[config.mk]
export PLATFORM = sky130hd
export DESIGN_NAME = buck_protection_supervisor_flat
export DESIGN_NICKNAME = d
export VERILOG_FILES = /design/src/rtl/bps_pkg.sv /design/src/rtl/bps_sample_if.sv /design/src/rtl/bps_result_if.sv /design/src/rtl/bps_regs.sv /design/src/rtl/bps_sample_stage.sv /design/src/rtl/bps_supervise.sv /design/src/rtl/buck_protection_supervisor.sv /design/src/flat_wrapper.sv
export SDC_FILE = /design/constraint.sdc
export NUM_CORES = 1
export LEC_CHECK = 0
export BUFFER_PORTS_ARGS = -buffer_cell sky130_fd_sc_hd__buf_2
export CAP_MARGIN = 20
export CORE_AREA = 8 8 170 205
export DETAILED_ROUTE_END_ITERATION = 7
export DIE_AREA = 0 0 178 213
export GPL_ROUTABILITY_DRIVEN = 0
export PLACE_DENSITY_LB_ADDON = 0.1
export SYNTH_ARGS = -nofsm -noshare
export SYNTH_HDL_FRONTEND = slang
export SYNTH_SLANG_ARGS = --single-unit
[constraint.sdc]
create_clock -name clk -period 7.3 [get_ports clk]
set_input_delay 1.825 -clock clk [delete_from_list [all_inputs] [get_ports clk]]
set_output_delay 1.825 -clock clk [all_outputs]
set_load 0.01 [all_outputs]
[src/rtl/bps_pkg.sv]
// ----------------------------------------------------------------------------
// bps_pkg
// shared types, widths, register map and reset values of the protection
// supervisor
// ----------------------------------------------------------------------------
package bps_pkg;

  localparam int CODE_W     = 12;
  localparam int MV_W       = 12;
  localparam int REF_W      = 14;
  localparam int VCNT_W     = 8;
  localparam int ICNT_W     = 11;
  localparam int ADDR_W     = 5;
  localparam int DATA_W     = 32;
  localparam int PROD_W     = 24;

  // pin millivolts per full-scale code
  localparam logic [CODE_W-1:0] ADC_FULL_MV = 12'd3300;

  // consecutive-sample limits
  localparam logic [VCNT_W-1:0] VOUT_OVER_LIMIT = 8'd200;
  localparam logic [ICNT_W-1:0] IOUT_OVER_LIMIT = 11'd2000;

  // reset values of the configuration registers
  localparam logic [MV_W-1:0]  RST_VIN_OVER    = 12'd2182;
  localparam logic [MV_W-1:0]  RST_VIN_UNDER   = 12'd727;
  localparam logic [MV_W-1:0]  RST_VIN_HYST    = 12'd182;
  localparam logic [MV_W-1:0]  RST_VOUT_OVER   = 12'd909;
  localparam logic [MV_W-1:0]  RST_IOUT_OVER   = 12'd2125;
  localparam logic [REF_W-1:0] RST_VOLT_TARGET = 14'd5000;
  localparam logic [REF_W-1:0] RST_CURR_TARGET = 14'd3000;

  typedef enum logic [2:0] {
    REG_VIN_OVER    = 3'd0,
    REG_VIN_UNDER   = 3'd1,
    REG_VIN_HYST    = 3'd2,
    REG_VOUT_OVER   = 3'd3,
    REG_IOUT_OVER   = 3'd4,
    REG_VOLT_TARGET = 3'd5,
    REG_CURR_TARGET = 3'd6
  } reg_idx_t;

  typedef enum logic [2:0] {
    FAULT_NONE     = 3'd0,
    FAULT_VIN_OVER = 3'd1,
    FAULT_VIN_UNDR = 3'd2,
    FAULT_VOUT_OVR = 3'd3,
    FAULT_IOUT_OVR = 3'd4
  } fault_t;

  typedef struct packed {
    logic [MV_W-1:0]  vin_over_mv;
    logic [MV_W-1:0]  vin_under_mv;
    logic [MV_W-1:0]  vin_hysteresis_mv;
    logic [MV_W-1:0]  vout_over_mv;
    logic [MV_W-1:0]  iout_over_mv;
    logic [REF_W-1:0] voltage_target_mv;
    logic [REF_W-1:0] current_target_ma;
  } cfg_t;

  typedef struct packed {
    logic            valid;
    logic [MV_W-1:0] vin_mv;
    logic [MV_W-1:0] vout_mv;
    logic [MV_W-1:0] iout_mv;
  } sample_mv_t;

endpackage

[src/rtl/bps_sample_if.sv]
// ----------------------------------------------------------------------------
// bps_sample_if
// adc sample set channel: input voltage, output voltage and output current
// ----------------------------------------------------------------------------
interface bps_sample_if;
  logic                       valid;
  logic                       ready;
  logic [bps_pkg::CODE_W-1:0] vin_code;
  logic [bps_pkg::CODE_W-1:0] vout_code;
  logic [bps_pkg::CODE_W-1:0] iout_code;

  modport source (output valid, output vin_code, output vout_code, output iout_code,
                  input ready);
  modport sink (input valid, input vin_code, input vout_code, input iout_code,
                output ready);
endinterface

[src/rtl/bps_result_if.sv]
// ----------------------------------------------------------------------------
// bps_result_if
// supervisor status channel, one transaction per sample set
// ----------------------------------------------------------------------------
interface bps_result_if;
  logic                      valid;
  logic                      ready;
  logic                      output_enable;
  logic [bps_pkg::REF_W-1:0] voltage_ref_mv;
  logic [bps_pkg::REF_W-1:0] current_ref_ma;
  logic [2:0]                fault_code;
  logic                      ramp_done;
  logic [1:0]                vin_fault_latched;

  modport source (output valid, output output_enable, output voltage_ref_mv,
                  output current_ref_ma, output fault_code, output ramp_done,
                  output vin_fault_latched, input ready);
  modport sink (input valid, input output_enable, input voltage_ref_mv,
                input current_ref_ma, input fault_code, input ramp_done,
                input vin_fault_latched, output ready);
endinterface

[src/rtl/bps_regs.sv]
// ----------------------------------------------------------------------------
// bps_regs
// apb configuration registers: thresholds and soft-start targets
// ----------------------------------------------------------------------------
module bps_regs (
  input  logic                        clk,
  input  logic                        rst,
  input  logic                        psel,
  input  logic                        penable,
  input  logic                        pwrite,
  input  logic [bps_pkg::ADDR_W-1:0]  paddr,
  input  logic [bps_pkg::DATA_W-1:0]  pwdata,
  output logic [bps_pkg::DATA_W-1:0]  prdata,
  output logic                        pready,
  output bps_pkg::cfg_t               cfg
);

  bps_pkg::reg_idx_t idx;
  logic              wr_en;

  assign pready = 1'b1;
  assign idx    = bps_pkg::reg_idx_t'(paddr[4:2]);
  assign wr_en  = psel && penable && pwrite && pready;

  always_ff @(posedge clk) begin
    if (rst) begin
      cfg.vin_over_mv       <= bps_pkg::RST_VIN_OVER;
      cfg.vin_under_mv      <= bps_pkg::RST_VIN_UNDER;
      cfg.vin_hysteresis_mv <= bps_pkg::RST_VIN_HYST;
      cfg.vout_over_mv      <= bps_pkg::RST_VOUT_OVER;
      cfg.iout_over_mv      <= bps_pkg::RST_IOUT_OVER;
      cfg.voltage_target_mv <= bps_pkg::RST_VOLT_TARGET;
      cfg.current_target_ma <= bps_pkg::RST_CURR_TARGET;
    end else if (wr_en) begin
      unique case (idx)
        bps_pkg::REG_VIN_OVER:    cfg.vin_over_mv       <= pwdata[bps_pkg::MV_W-1:0];
        bps_pkg::REG_VIN_UNDER:   cfg.vin_under_mv      <= pwdata[bps_pkg::MV_W-1:0];
        bps_pkg::REG_VIN_HYST:    cfg.vin_hysteresis_mv <= pwdata[bps_pkg::MV_W-1:0];
        bps_pkg::REG_VOUT_OVER:   cfg.vout_over_mv      <= pwdata[bps_pkg::MV_W-1:0];
        bps_pkg::REG_IOUT_OVER:   cfg.iout_over_mv      <= pwdata[bps_pkg::MV_W-1:0];
        bps_pkg::REG_VOLT_TARGET: cfg.voltage_target_mv <= pwdata[bps_pkg::REF_W-1:0];
        bps_pkg::REG_CURR_TARGET: cfg.current_target_ma <= pwdata[bps_pkg::REF_W-1:0];
        default: ;
      endcase
    end
  end

  always_comb begin
    prdata = '0;
    unique case (idx)
      bps_pkg::REG_VIN_OVER:    prdata = DATA_EXT12(cfg.vin_over_mv);
      bps_pkg::REG_VIN_UNDER:   prdata = DATA_EXT12(cfg.vin_under_mv);
      bps_pkg::REG_VIN_HYST:    prdata = DATA_EXT12(cfg.vin_hysteresis_mv);
      bps_pkg::REG_VOUT_OVER:   prdata = DATA_EXT12(cfg.vout_over_mv);
      bps_pkg::REG_IOUT_OVER:   prdata = DATA_EXT12(cfg.iout_over_mv);
      bps_pkg::REG_VOLT_TARGET: prdata = DATA_EXT14(cfg.voltage_target_mv);
      bps_pkg::REG_CURR_TARGET: prdata = DATA_EXT14(cfg.current_target_ma);
      default:                  prdata = '0;
    endcase
  end

  function automatic logic [bps_pkg::DATA_W-1:0] DATA_EXT12(
      input logic [bps_pkg::MV_W-1:0] v);
    return {{(bps_pkg::DATA_W-bps_pkg::MV_W){1'b0}}, v};
  endfunction

  function automatic logic [bps_pkg::DATA_W-1:0] DATA_EXT14(
      input logic [bps_pkg::REF_W-1:0] v);
    return {{(bps_pkg::DATA_W-bps_pkg::REF_W){1'b0}}, v};
  endfunction

endmodule

[src/rtl/bps_sample_stage.sv]
// ----------------------------------------------------------------------------
// bps_sample_stage
// input register: adc codes scaled to pin millivolts on the way in
// ----------------------------------------------------------------------------
module bps_sample_stage (
  input  logic                 clk,
  input  logic                 rst,
  bps_sample_if.sink           sample,
  input  logic                 advance,
  output bps_pkg::sample_mv_t  s1
);

  logic [bps_pkg::PROD_W-1:0] vin_prod;
  logic [bps_pkg::PROD_W-1:0] vout_prod;
  logic [bps_pkg::PROD_W-1:0] iout_prod;
  logic                       take;

  // (code * 3300) >> 12
  assign vin_prod  = {12'd0, sample.vin_code}  * {12'd0, bps_pkg::ADC_FULL_MV};
  assign vout_prod = {12'd0, sample.vout_code} * {12'd0, bps_pkg::ADC_FULL_MV};
  assign iout_prod = {12'd0, sample.iout_code} * {12'd0, bps_pkg::ADC_FULL_MV};

  assign sample.ready = !s1.valid || advance;
  assign take         = sample.valid && sample.ready;

  always_ff @(posedge clk) begin
    if (rst) begin
      s1.valid <= 1'b0;
    end else if (sample.ready) begin
      s1.valid <= sample.valid;
    end
    if (take) begin
      s1.vin_mv  <= vin_prod[bps_pkg::PROD_W-1:bps_pkg::PROD_W-bps_pkg::MV_W];
      s1.vout_mv <= vout_prod[bps_pkg::PROD_W-1:bps_pkg::PROD_W-bps_pkg::MV_W];
      s1.iout_mv <= iout_prod[bps_pkg::PROD_W-1:bps_pkg::PROD_W-bps_pkg::MV_W];
    end
  end

endmodule

[src/rtl/bps_supervise.sv]
// ----------------------------------------------------------------------------
// bps_supervise
// soft-start ramp, fault checks, protection state and result register
// ----------------------------------------------------------------------------
module bps_supervise (
  input  logic                clk,
  input  logic                rst,
  input  bps_pkg::cfg_t       cfg,
  input  bps_pkg::sample_mv_t s1,
  output logic                advance,
  bps_result_if.source        result
);

  // protection state
  logic                        over_latch;
  logic                        under_latch;
  logic [bps_pkg::VCNT_W-1:0]  vout_over_count;
  logic [bps_pkg::ICNT_W-1:0]  iout_over_count;
  logic                        started;
  logic                        ramping;
  logic [bps_pkg::REF_W-1:0]   voltage_ref;
  logic [bps_pkg::REF_W-1:0]   current_ref;

  logic                        over_latch_next;
  logic                        under_latch_next;
  logic [bps_pkg::VCNT_W-1:0]  vout_over_count_next;
  logic [bps_pkg::ICNT_W-1:0]  iout_over_count_next;
  logic                        started_next;
  logic                        ramping_next;
  logic [bps_pkg::REF_W-1:0]   voltage_ref_next;
  logic [bps_pkg::REF_W-1:0]   current_ref_next;

  logic                        take;
  logic [bps_pkg::REF_W-1:0]   vref_ramp;
  logic [bps_pkg::REF_W-1:0]   cref_ramp;
  logic                        ramping_ramp;
  logic [bps_pkg::MV_W:0]      vin_plus_hys;
  logic [bps_pkg::MV_W:0]      under_plus_hys;
  logic                        ov_fail;
  logic                        un_fail;
  logic [bps_pkg::VCNT_W-1:0]  vcnt_raw;
  logic [bps_pkg::ICNT_W-1:0]  icnt_raw;
  logic                        vo_fail;
  logic                        io_fail;
  bps_pkg::fault_t             fault;

  assign advance = !result.valid || result.ready;
  assign take    = s1.valid && advance;

  always_comb begin
    // soft start
    vref_ramp    = voltage_ref;
    cref_ramp    = current_ref;
    ramping_ramp = ramping;
    if (started && ramping) begin
      ramping_ramp = !(voltage_ref >= cfg.voltage_target_mv &&
                       current_ref >= cfg.current_target_ma);
      if (voltage_ref < cfg.voltage_target_mv) vref_ramp = voltage_ref + 1'b1;
      if (current_ref < cfg.current_target_ma) cref_ramp = current_ref + 1'b1;
    end

    // input latches, hysteresis compares widened so nothing wraps
    vin_plus_hys   = {1'b0, s1.vin_mv} + {1'b0, cfg.vin_hysteresis_mv};
    under_plus_hys = {1'b0, cfg.vin_under_mv} + {1'b0, cfg.vin_hysteresis_mv};
    ov_fail = (s1.vin_mv > cfg.vin_over_mv) ||
              (over_latch && !(vin_plus_hys < {1'b0, cfg.vin_over_mv}));
    un_fail = (s1.vin_mv < cfg.vin_under_mv) ||
              (under_latch && !({1'b0, s1.vin_mv} > under_plus_hys));

    // consecutive-sample counters
    vcnt_raw = (s1.vout_mv > cfg.vout_over_mv) ? vout_over_count + 1'b1 : '0;
    icnt_raw = (s1.iout_mv > cfg.iout_over_mv) ? iout_over_count + 1'b1 : '0;
    vo_fail  = vcnt_raw > bps_pkg::VOUT_OVER_LIMIT;
    io_fail  = icnt_raw > bps_pkg::IOUT_OVER_LIMIT;

    over_latch_next  = ov_fail;
    under_latch_next = ov_fail ? under_latch : un_fail;

    if (ov_fail)      fault = bps_pkg::FAULT_VIN_OVER;
    else if (un_fail) fault = bps_pkg::FAULT_VIN_UNDR;
    else if (vo_fail) fault = bps_pkg::FAULT_VOUT_OVR;
    else if (io_fail) fault = bps_pkg::FAULT_IOUT_OVR;
    else              fault = bps_pkg::FAULT_NONE;

    if (fault != bps_pkg::FAULT_NONE) begin
      // restart keeps only the input latches
      started_next         = 1'b0;
      ramping_next         = 1'b1;
      voltage_ref_next     = '0;
      current_ref_next     = '0;
      vout_over_count_next = '0;
      iout_over_count_next = '0;
    end else begin
      started_next         = 1'b1;
      ramping_next         = ramping_ramp;
      voltage_ref_next     = vref_ramp;
      current_ref_next     = cref_ramp;
      vout_over_count_next = vcnt_raw;
      iout_over_count_next = icnt_raw;
    end
  end

  always_ff @(posedge clk) begin
    if (rst) begin
      over_latch      <= 1'b0;
      under_latch     <= 1'b0;
      vout_over_count <= '0;
      iout_over_count <= '0;
      started         <= 1'b0;
      ramping         <= 1'b1;
      voltage_ref     <= '0;
      current_ref     <= '0;
      result.valid    <= 1'b0;
    end else begin
      if (take) begin
        over_latch      <= over_latch_next;
        under_latch     <= under_latch_next;
        vout_over_count <= vout_over_count_next;
        iout_over_count <= iout_over_count_next;
        started         <= started_next;
        ramping         <= ramping_next;
        voltage_ref     <= voltage_ref_next;
        current_ref     <= current_ref_next;
      end
      if (advance) result.valid <= s1.valid;
    end
  end

  always_ff @(posedge clk) begin
    if (take) begin
      result.output_enable     <= started_next;
      result.voltage_ref_mv    <= voltage_ref_next;
      result.current_ref_ma    <= current_ref_next;
      result.fault_code        <= fault;
      result.ramp_done         <= !ramping_next;
      result.vin_fault_latched <= {under_latch_next, over_latch_next};
    end
  end

endmodule

[src/rtl/buck_protection_supervisor.sv]
// ----------------------------------------------------------------------------
// buck_protection_supervisor
// protection supervisor with soft start for a buck converter
// ----------------------------------------------------------------------------
// Takes one adc sample set per transaction (input voltage, output voltage,
// output current codes) and returns one status transaction for each. A new
// sample set is accepted every cycle unless the status side stalls; each
// passes through the input register (code to pin millivolts), then the
// result register (checks and state update). Input over- and undervoltage
// are latched and clear only past a hysteresis band; output overvoltage and
// overcurrent fault after a run of consecutive over-threshold samples. Any
// fault restarts the supervisor: output disabled, references and counters
// cleared, input latches kept. Once running, the voltage and current
// references rise by one per sample up to their targets. Thresholds and
// targets sit in apb registers at byte addresses 0x00 to 0x18 and should be
// written only while no transaction is in flight.
// ----------------------------------------------------------------------------
module buck_protection_supervisor (
  input  logic                        clk,
  input  logic                        rst,
  // configuration port
  input  logic                        psel,
  input  logic                        penable,
  input  logic                        pwrite,
  input  logic [bps_pkg::ADDR_W-1:0]  paddr,
  input  logic [bps_pkg::DATA_W-1:0]  pwdata,
  output logic [bps_pkg::DATA_W-1:0]  prdata,
  output logic                        pready,
  // sample sets in, status out
  bps_sample_if.sink                  sample,
  bps_result_if.source                result
);

  bps_pkg::cfg_t       cfg;
  bps_pkg::sample_mv_t s1;
  logic                advance;

  // register file
  bps_regs u_regs (
    .clk     (clk),
    .rst     (rst),
    .psel    (psel),
    .penable (penable),
    .pwrite  (pwrite),
    .paddr   (paddr),
    .pwdata  (pwdata),
    .prdata  (prdata),
    .pready  (pready),
    .cfg     (cfg)
  );

  // stage one: scale codes into pin millivolts
  bps_sample_stage u_sample (
    .clk     (clk),
    .rst     (rst),
    .sample  (sample),
    .advance (advance),
    .s1      (s1)
  );

  // stage two: ramp, checks, protection state, result register
  bps_supervise u_supervise (
    .clk     (clk),
    .rst     (rst),
    .cfg     (cfg),
    .s1      (s1),
    .advance (advance),
    .result  (result)
  );

`ifndef SYNTHESIS
  // an enabled output only follows a clean pass
  a_enable_clean: assert property (@(posedge clk) disable iff (rst)
    result.valid && result.output_enable |-> result.fault_code == bps_pkg::FAULT_NONE)
    else $error("output enabled with a fault reported");

  // a fault always shows the restarted state
  a_fault_restart: assert property (@(posedge clk) disable iff (rst)
    result.valid && result.fault_code != bps_pkg::FAULT_NONE |->
      !result.output_enable && result.voltage_ref_mv == '0 && result.current_ref_ma == '0)
    else $error("fault without restart of references");

  // a held overvoltage latch means this pass faulted on it
  a_over_latch: assert property (@(posedge clk) disable iff (rst)
    result.valid && result.vin_fault_latched[0] |->
      result.fault_code == bps_pkg::FAULT_VIN_OVER)
    else $error("overvoltage latch set without overvoltage fault");

  // a held undervoltage latch means an input fault was reported
  a_under_latch: assert property (@(posedge clk) disable iff (rst)
    result.valid && result.vin_fault_latched[1] |->
      result.fault_code == bps_pkg::FAULT_VIN_UNDR ||
      result.fault_code == bps_pkg::FAULT_VIN_OVER)
    else $error("undervoltage latch set without input fault");
`endif

endmodule

[src/flat_wrapper.sv]
// flat-port wrapper written by rule: the top's interface ports become plain ports
module buck_protection_supervisor_flat 
  (clk, rst, psel, penable, pwrite, paddr, pwdata, prdata, pready, sample_valid, sample_vin_code, sample_vout_code, sample_iout_code, sample_ready, result_valid, result_output_enable, result_voltage_ref_mv, result_current_ref_ma, result_fault_code, result_ramp_done, result_vin_fault_latched, result_ready);
  bps_sample_if sample_i ();
  bps_result_if result_i ();
  input  logic clk;
  input  logic rst;
  input  logic psel;
  input  logic penable;
  input  logic pwrite;
  input  logic [bps_pkg::ADDR_W-1:0] paddr;
  input  logic [bps_pkg::DATA_W-1:0] pwdata;
  output logic [bps_pkg::DATA_W-1:0] prdata;
  output logic pready;
  input wire logic [$bits(sample_i.valid)-1:0] sample_valid;
  input wire logic [$bits(sample_i.vin_code)-1:0] sample_vin_code;
  input wire logic [$bits(sample_i.vout_code)-1:0] sample_vout_code;
  input wire logic [$bits(sample_i.iout_code)-1:0] sample_iout_code;
  output wire logic [$bits(sample_i.ready)-1:0] sample_ready;
  output wire logic [$bits(result_i.valid)-1:0] result_valid;
  output wire logic [$bits(result_i.output_enable)-1:0] result_output_enable;
  output wire logic [$bits(result_i.voltage_ref_mv)-1:0] result_voltage_ref_mv;
  output wire logic [$bits(result_i.current_ref_ma)-1:0] result_current_ref_ma;
  output wire logic [$bits(result_i.fault_code)-1:0] result_fault_code;
  output wire logic [$bits(result_i.ramp_done)-1:0] result_ramp_done;
  output wire logic [$bits(result_i.vin_fault_latched)-1:0] result_vin_fault_latched;
  input wire logic [$bits(result_i.ready)-1:0] result_ready;
  assign sample_i.valid = sample_valid;
  assign sample_i.vin_code = sample_vin_code;
  assign sample_i.vout_code = sample_vout_code;
  assign sample_i.iout_code = sample_iout_code;
  assign sample_ready = sample_i.ready;
  assign result_valid = result_i.valid;
  assign result_output_enable = result_i.output_enable;
  assign result_voltage_ref_mv = result_i.voltage_ref_mv;
  assign result_current_ref_ma = result_i.current_ref_ma;
  assign result_fault_code = result_i.fault_code;
  assign result_ramp_done = result_i.ramp_done;
  assign result_vin_fault_latched = result_i.vin_fault_latched;
  assign result_i.ready = result_ready;
  buck_protection_supervisor u_core (.clk(clk), .rst(rst), .psel(psel), .penable(penable), .pwrite(pwrite), .paddr(paddr), .pwdata(pwdata), .prdata(prdata), .pready(pready), .sample(sample_i), .result(result_i));
endmodule
==> qor.yml <==
setup_path:
  worst-path-max-fanout: 4
  ff2ff_path_depth: 21
  crit_type: "input pin to flop"
  cp-end-kind: "flop"
  r2r_slack_ps: 1820
  r2r-start: "u_core.u_sample.s1[25]"
  crit_arrival_ps: 6720
  path_buf_inv: 5
  reg2reg_to: "u_core.u_supervise.voltage_ref[11]"
  crit_family: "adder cells"
  start_kind: "input pin"
  crit_cells: 19
  critPathSlowestCell: "fa_1"
  crit_required_ps: 7570
  max_stage_delay_ps: 550
  crit_chain: "buf_2 > ha_1 > fa_1 > inv_1 > fa_1 > inv_1 > fa_1 > inv_1 > fa_1 > inv_1 > ha_1 > or3_1 > a211oi_1 > nor3_1 > o2111a_1 > or3_1 > a21o_1 > a21oi_1 > xnor2_1"
synthesis:
  async_flop_share: 0
  synth.top_cells.by_area: "ha_1 (22%), dfxtp_1 (15%), edfxtp_1 (11%)"
  ys_seq_area_frac: 0.261
  ys_types: 80
  synthFlopType: "dfxtp_1"
  synth_edf_count: 71
  yosys_warnings: 0
  synth_area_mm2: 0.0190
  synthCells: 2078
  avgSynthCellArea_um2: 9.13
  synth_top_area_cell: "ha_1"
  synth_top_area_share: 0.220
  ys_ff_latch: 212
route:
  wire_per_inst_um: 17.0
  routed_via_density: 5.72
  post-route-drc-count: 0
  ant_nets: 0
  drt_first_pass_iters: 5
  vias: 14800
  drt-initial-drc-count: 845
  wl_um: 43900
timing:
  slew_violations: 0
  fin_crit_sh: 0.883
  hold_viol: 0
  grt_setup_unrepaired: "no"
  worstMarginPinSlew_ps: 1040
  fin_crit_ps: 6450
  final.setup.tns_ps: 0
  finalClockSkew_ps: 23.0
  relSlewSlack: 0.309
  setup_ws_ps: 853
  setup_viol: 0
  max_freq_mhz: 155
clocking:
  clk_pin_slew_ps: 60
  cts_inserted_buffers: 22
  cts.sinks: 212
  post_cts_resized: 0
  post_cts_buffers: 0
  cts_max_level: 1
  clockBufferDepth: 3
  cts_root_buf: "clkbuf_16"
  cts_tree: "yes"
  clk_latency_ps: 520
  cts_hold_buf: 0
floorplan:
  start_util: 0.600
  num_rows: 72
  die_w_um: 178
  fp.coreArea_mm2: 0.0316
  die_y_um: 213
  io_pins: 150
  die_area_mm2: 0.0379
finish:
  num_antenna_cells: 0
  final_cell_mix: "ha_1 (333), inv_1 (287), nand2_1 (171)"
  area.growth.synth_to_final_pct: 8.40
  final_util: 0.650
  fin_nets: 2667
  drive_gt1_frac: 0.0932
  final_common_cell: "ha_1"
min_path:
  worst_hold_path.endpoint: "u_core.u_regs.cfg[36]"
  hp-class: "flop to flop"
  hold_start: "u_core.u_regs.cfg[36]"
  hold_path_depth: 2
global_route:
  grt_pass1_wl_um: 71600
  grt_pass1_vias: 14700
  antenna_found_initial: 1
  gr-total-overflow: 0
  grt_usage: 0.230
  grt_start_max_net_pins: 90
status:
  outcome: "complete, no violations"
pwr:
  report.power.total_mw: 5.60
  p_leak_nw: 9.45
  vdd_drop_max_mv: 0.181
  p_per_area_mw_per_mm2: 272
place:
  pre_cts_slack_ps: 258
  dp_hpwl_um: 35500
  io_buffers: 110
job:
  maxCapViolations: 0
## area by class of cell
cell class | count | area [µm²]
clock buffer | 30 | 634
tap | 407 | 509
clock inverter | 9 | 118
multi-input combinational | 1513 | 12600
sequential | 212 | 4950
timing repair buffer | 124 | 658
inverter | 289 | 1080
fill | 2638 | 11100
## sequential cells by signal (all words and copies together) (netlist names), 2 cells and up
name                                         count
u_core.u_sample.s1                              37
u_core.u_supervise.vout_over_count               8
u_core.u_supervise.result.voltage_ref_mv        14
u_core.u_regs.cfg                               88
u_core.u_supervise.voltage_ref                  14
u_core.u_supervise.iout_over_count              11
u_core.u_supervise.result.fault_code             3
u_core.u_supervise.current_ref                  14
u_core.u_supervise.result.current_ref_ma        14
u_core.u_supervise.result.vin_fault_latched      2
## synthesized netlist by cell type (29+ instances only)
library cell and n:
ha_1 333, inv_1 288, nand2_1 171, nor2_1 151, dfxtp_1 141, a21oi_1 114, fa_1 92, edfxtp_1 71
xnor2_1 60, o21ai_0 48, clkbuf_1 43, nor3_1 39, nand3_1 36, a211o_1 34, nand4_1 33, mux2i_1 29
## power by group
part           internal, mW  switching [mW]  total [mW]
Combinational          1.29            1.58        2.87
Clock                 0.685           0.480        1.17
Sequential             1.48          0.0853        1.56
## per-layer routing
metal | vias to the layer above | track usage | share of wire
li1 | 7358 | - | -
met1 | 6987 | 0.269 | 0.41
met2 | 332 | 0.417 | 0.50
met3 | 100 | 0.0239 | 0.040
met4 | 2 | 0.103 | 0.044
met5 | - | 0 | 0.00030
## tightest hold or removal path, stage by stage, from the launching register on
cell	delay [ps]
dfxtp_1	310
nand2_1	50
a21oi_1	50
## per-stage QoR
step / hold WS, ps / instance area [µm²] / std cells
5_1_grt: 474 / 20600 / 2584
3_5_place_dp: 448 / 19800 / 2545
4_1_cts: 457 / 20600 / 2584
3_3_place_gp: 442 / 19800 / 2545
2_1_floorplan: 436 / 19000 / 2095
6_report: 457 / 20600 / 2584
## worst max-delay path by stage
stage / start / to / slack [ps]
after global routing: sample_vout_code[6] / u_core.u_sample.s1[23] / 580
final: sample_vout_code[6] / u_core.u_sample.s1[23] / 850
after floorplan: sample_vout_code[6] / u_core.u_sample.s1[23] / 720
after CTS: sample_vout_code[6] / u_core.u_sample.s1[23] / 810
after global placement: sample_vout_code[6] / u_core.u_sample.s1[23] / 310
after detailed placement: sample_vout_code[6] / u_core.u_sample.s1[23] / 260
## cells by family after synthesis
logic type | after synthesis | share of synthesized area
xor+xnor | 88 | 0.0406
other cells | 2 | 0.000396
simple gates | 577 | 0.149
buf+inv | 370 | 0.0781
flops | 212 | 0.261
mux | 43 | 0.0272
compound gates | 361 | 0.127
fa+ha+maj | 425 | 0.317
(Power assumes the default switching activity.)
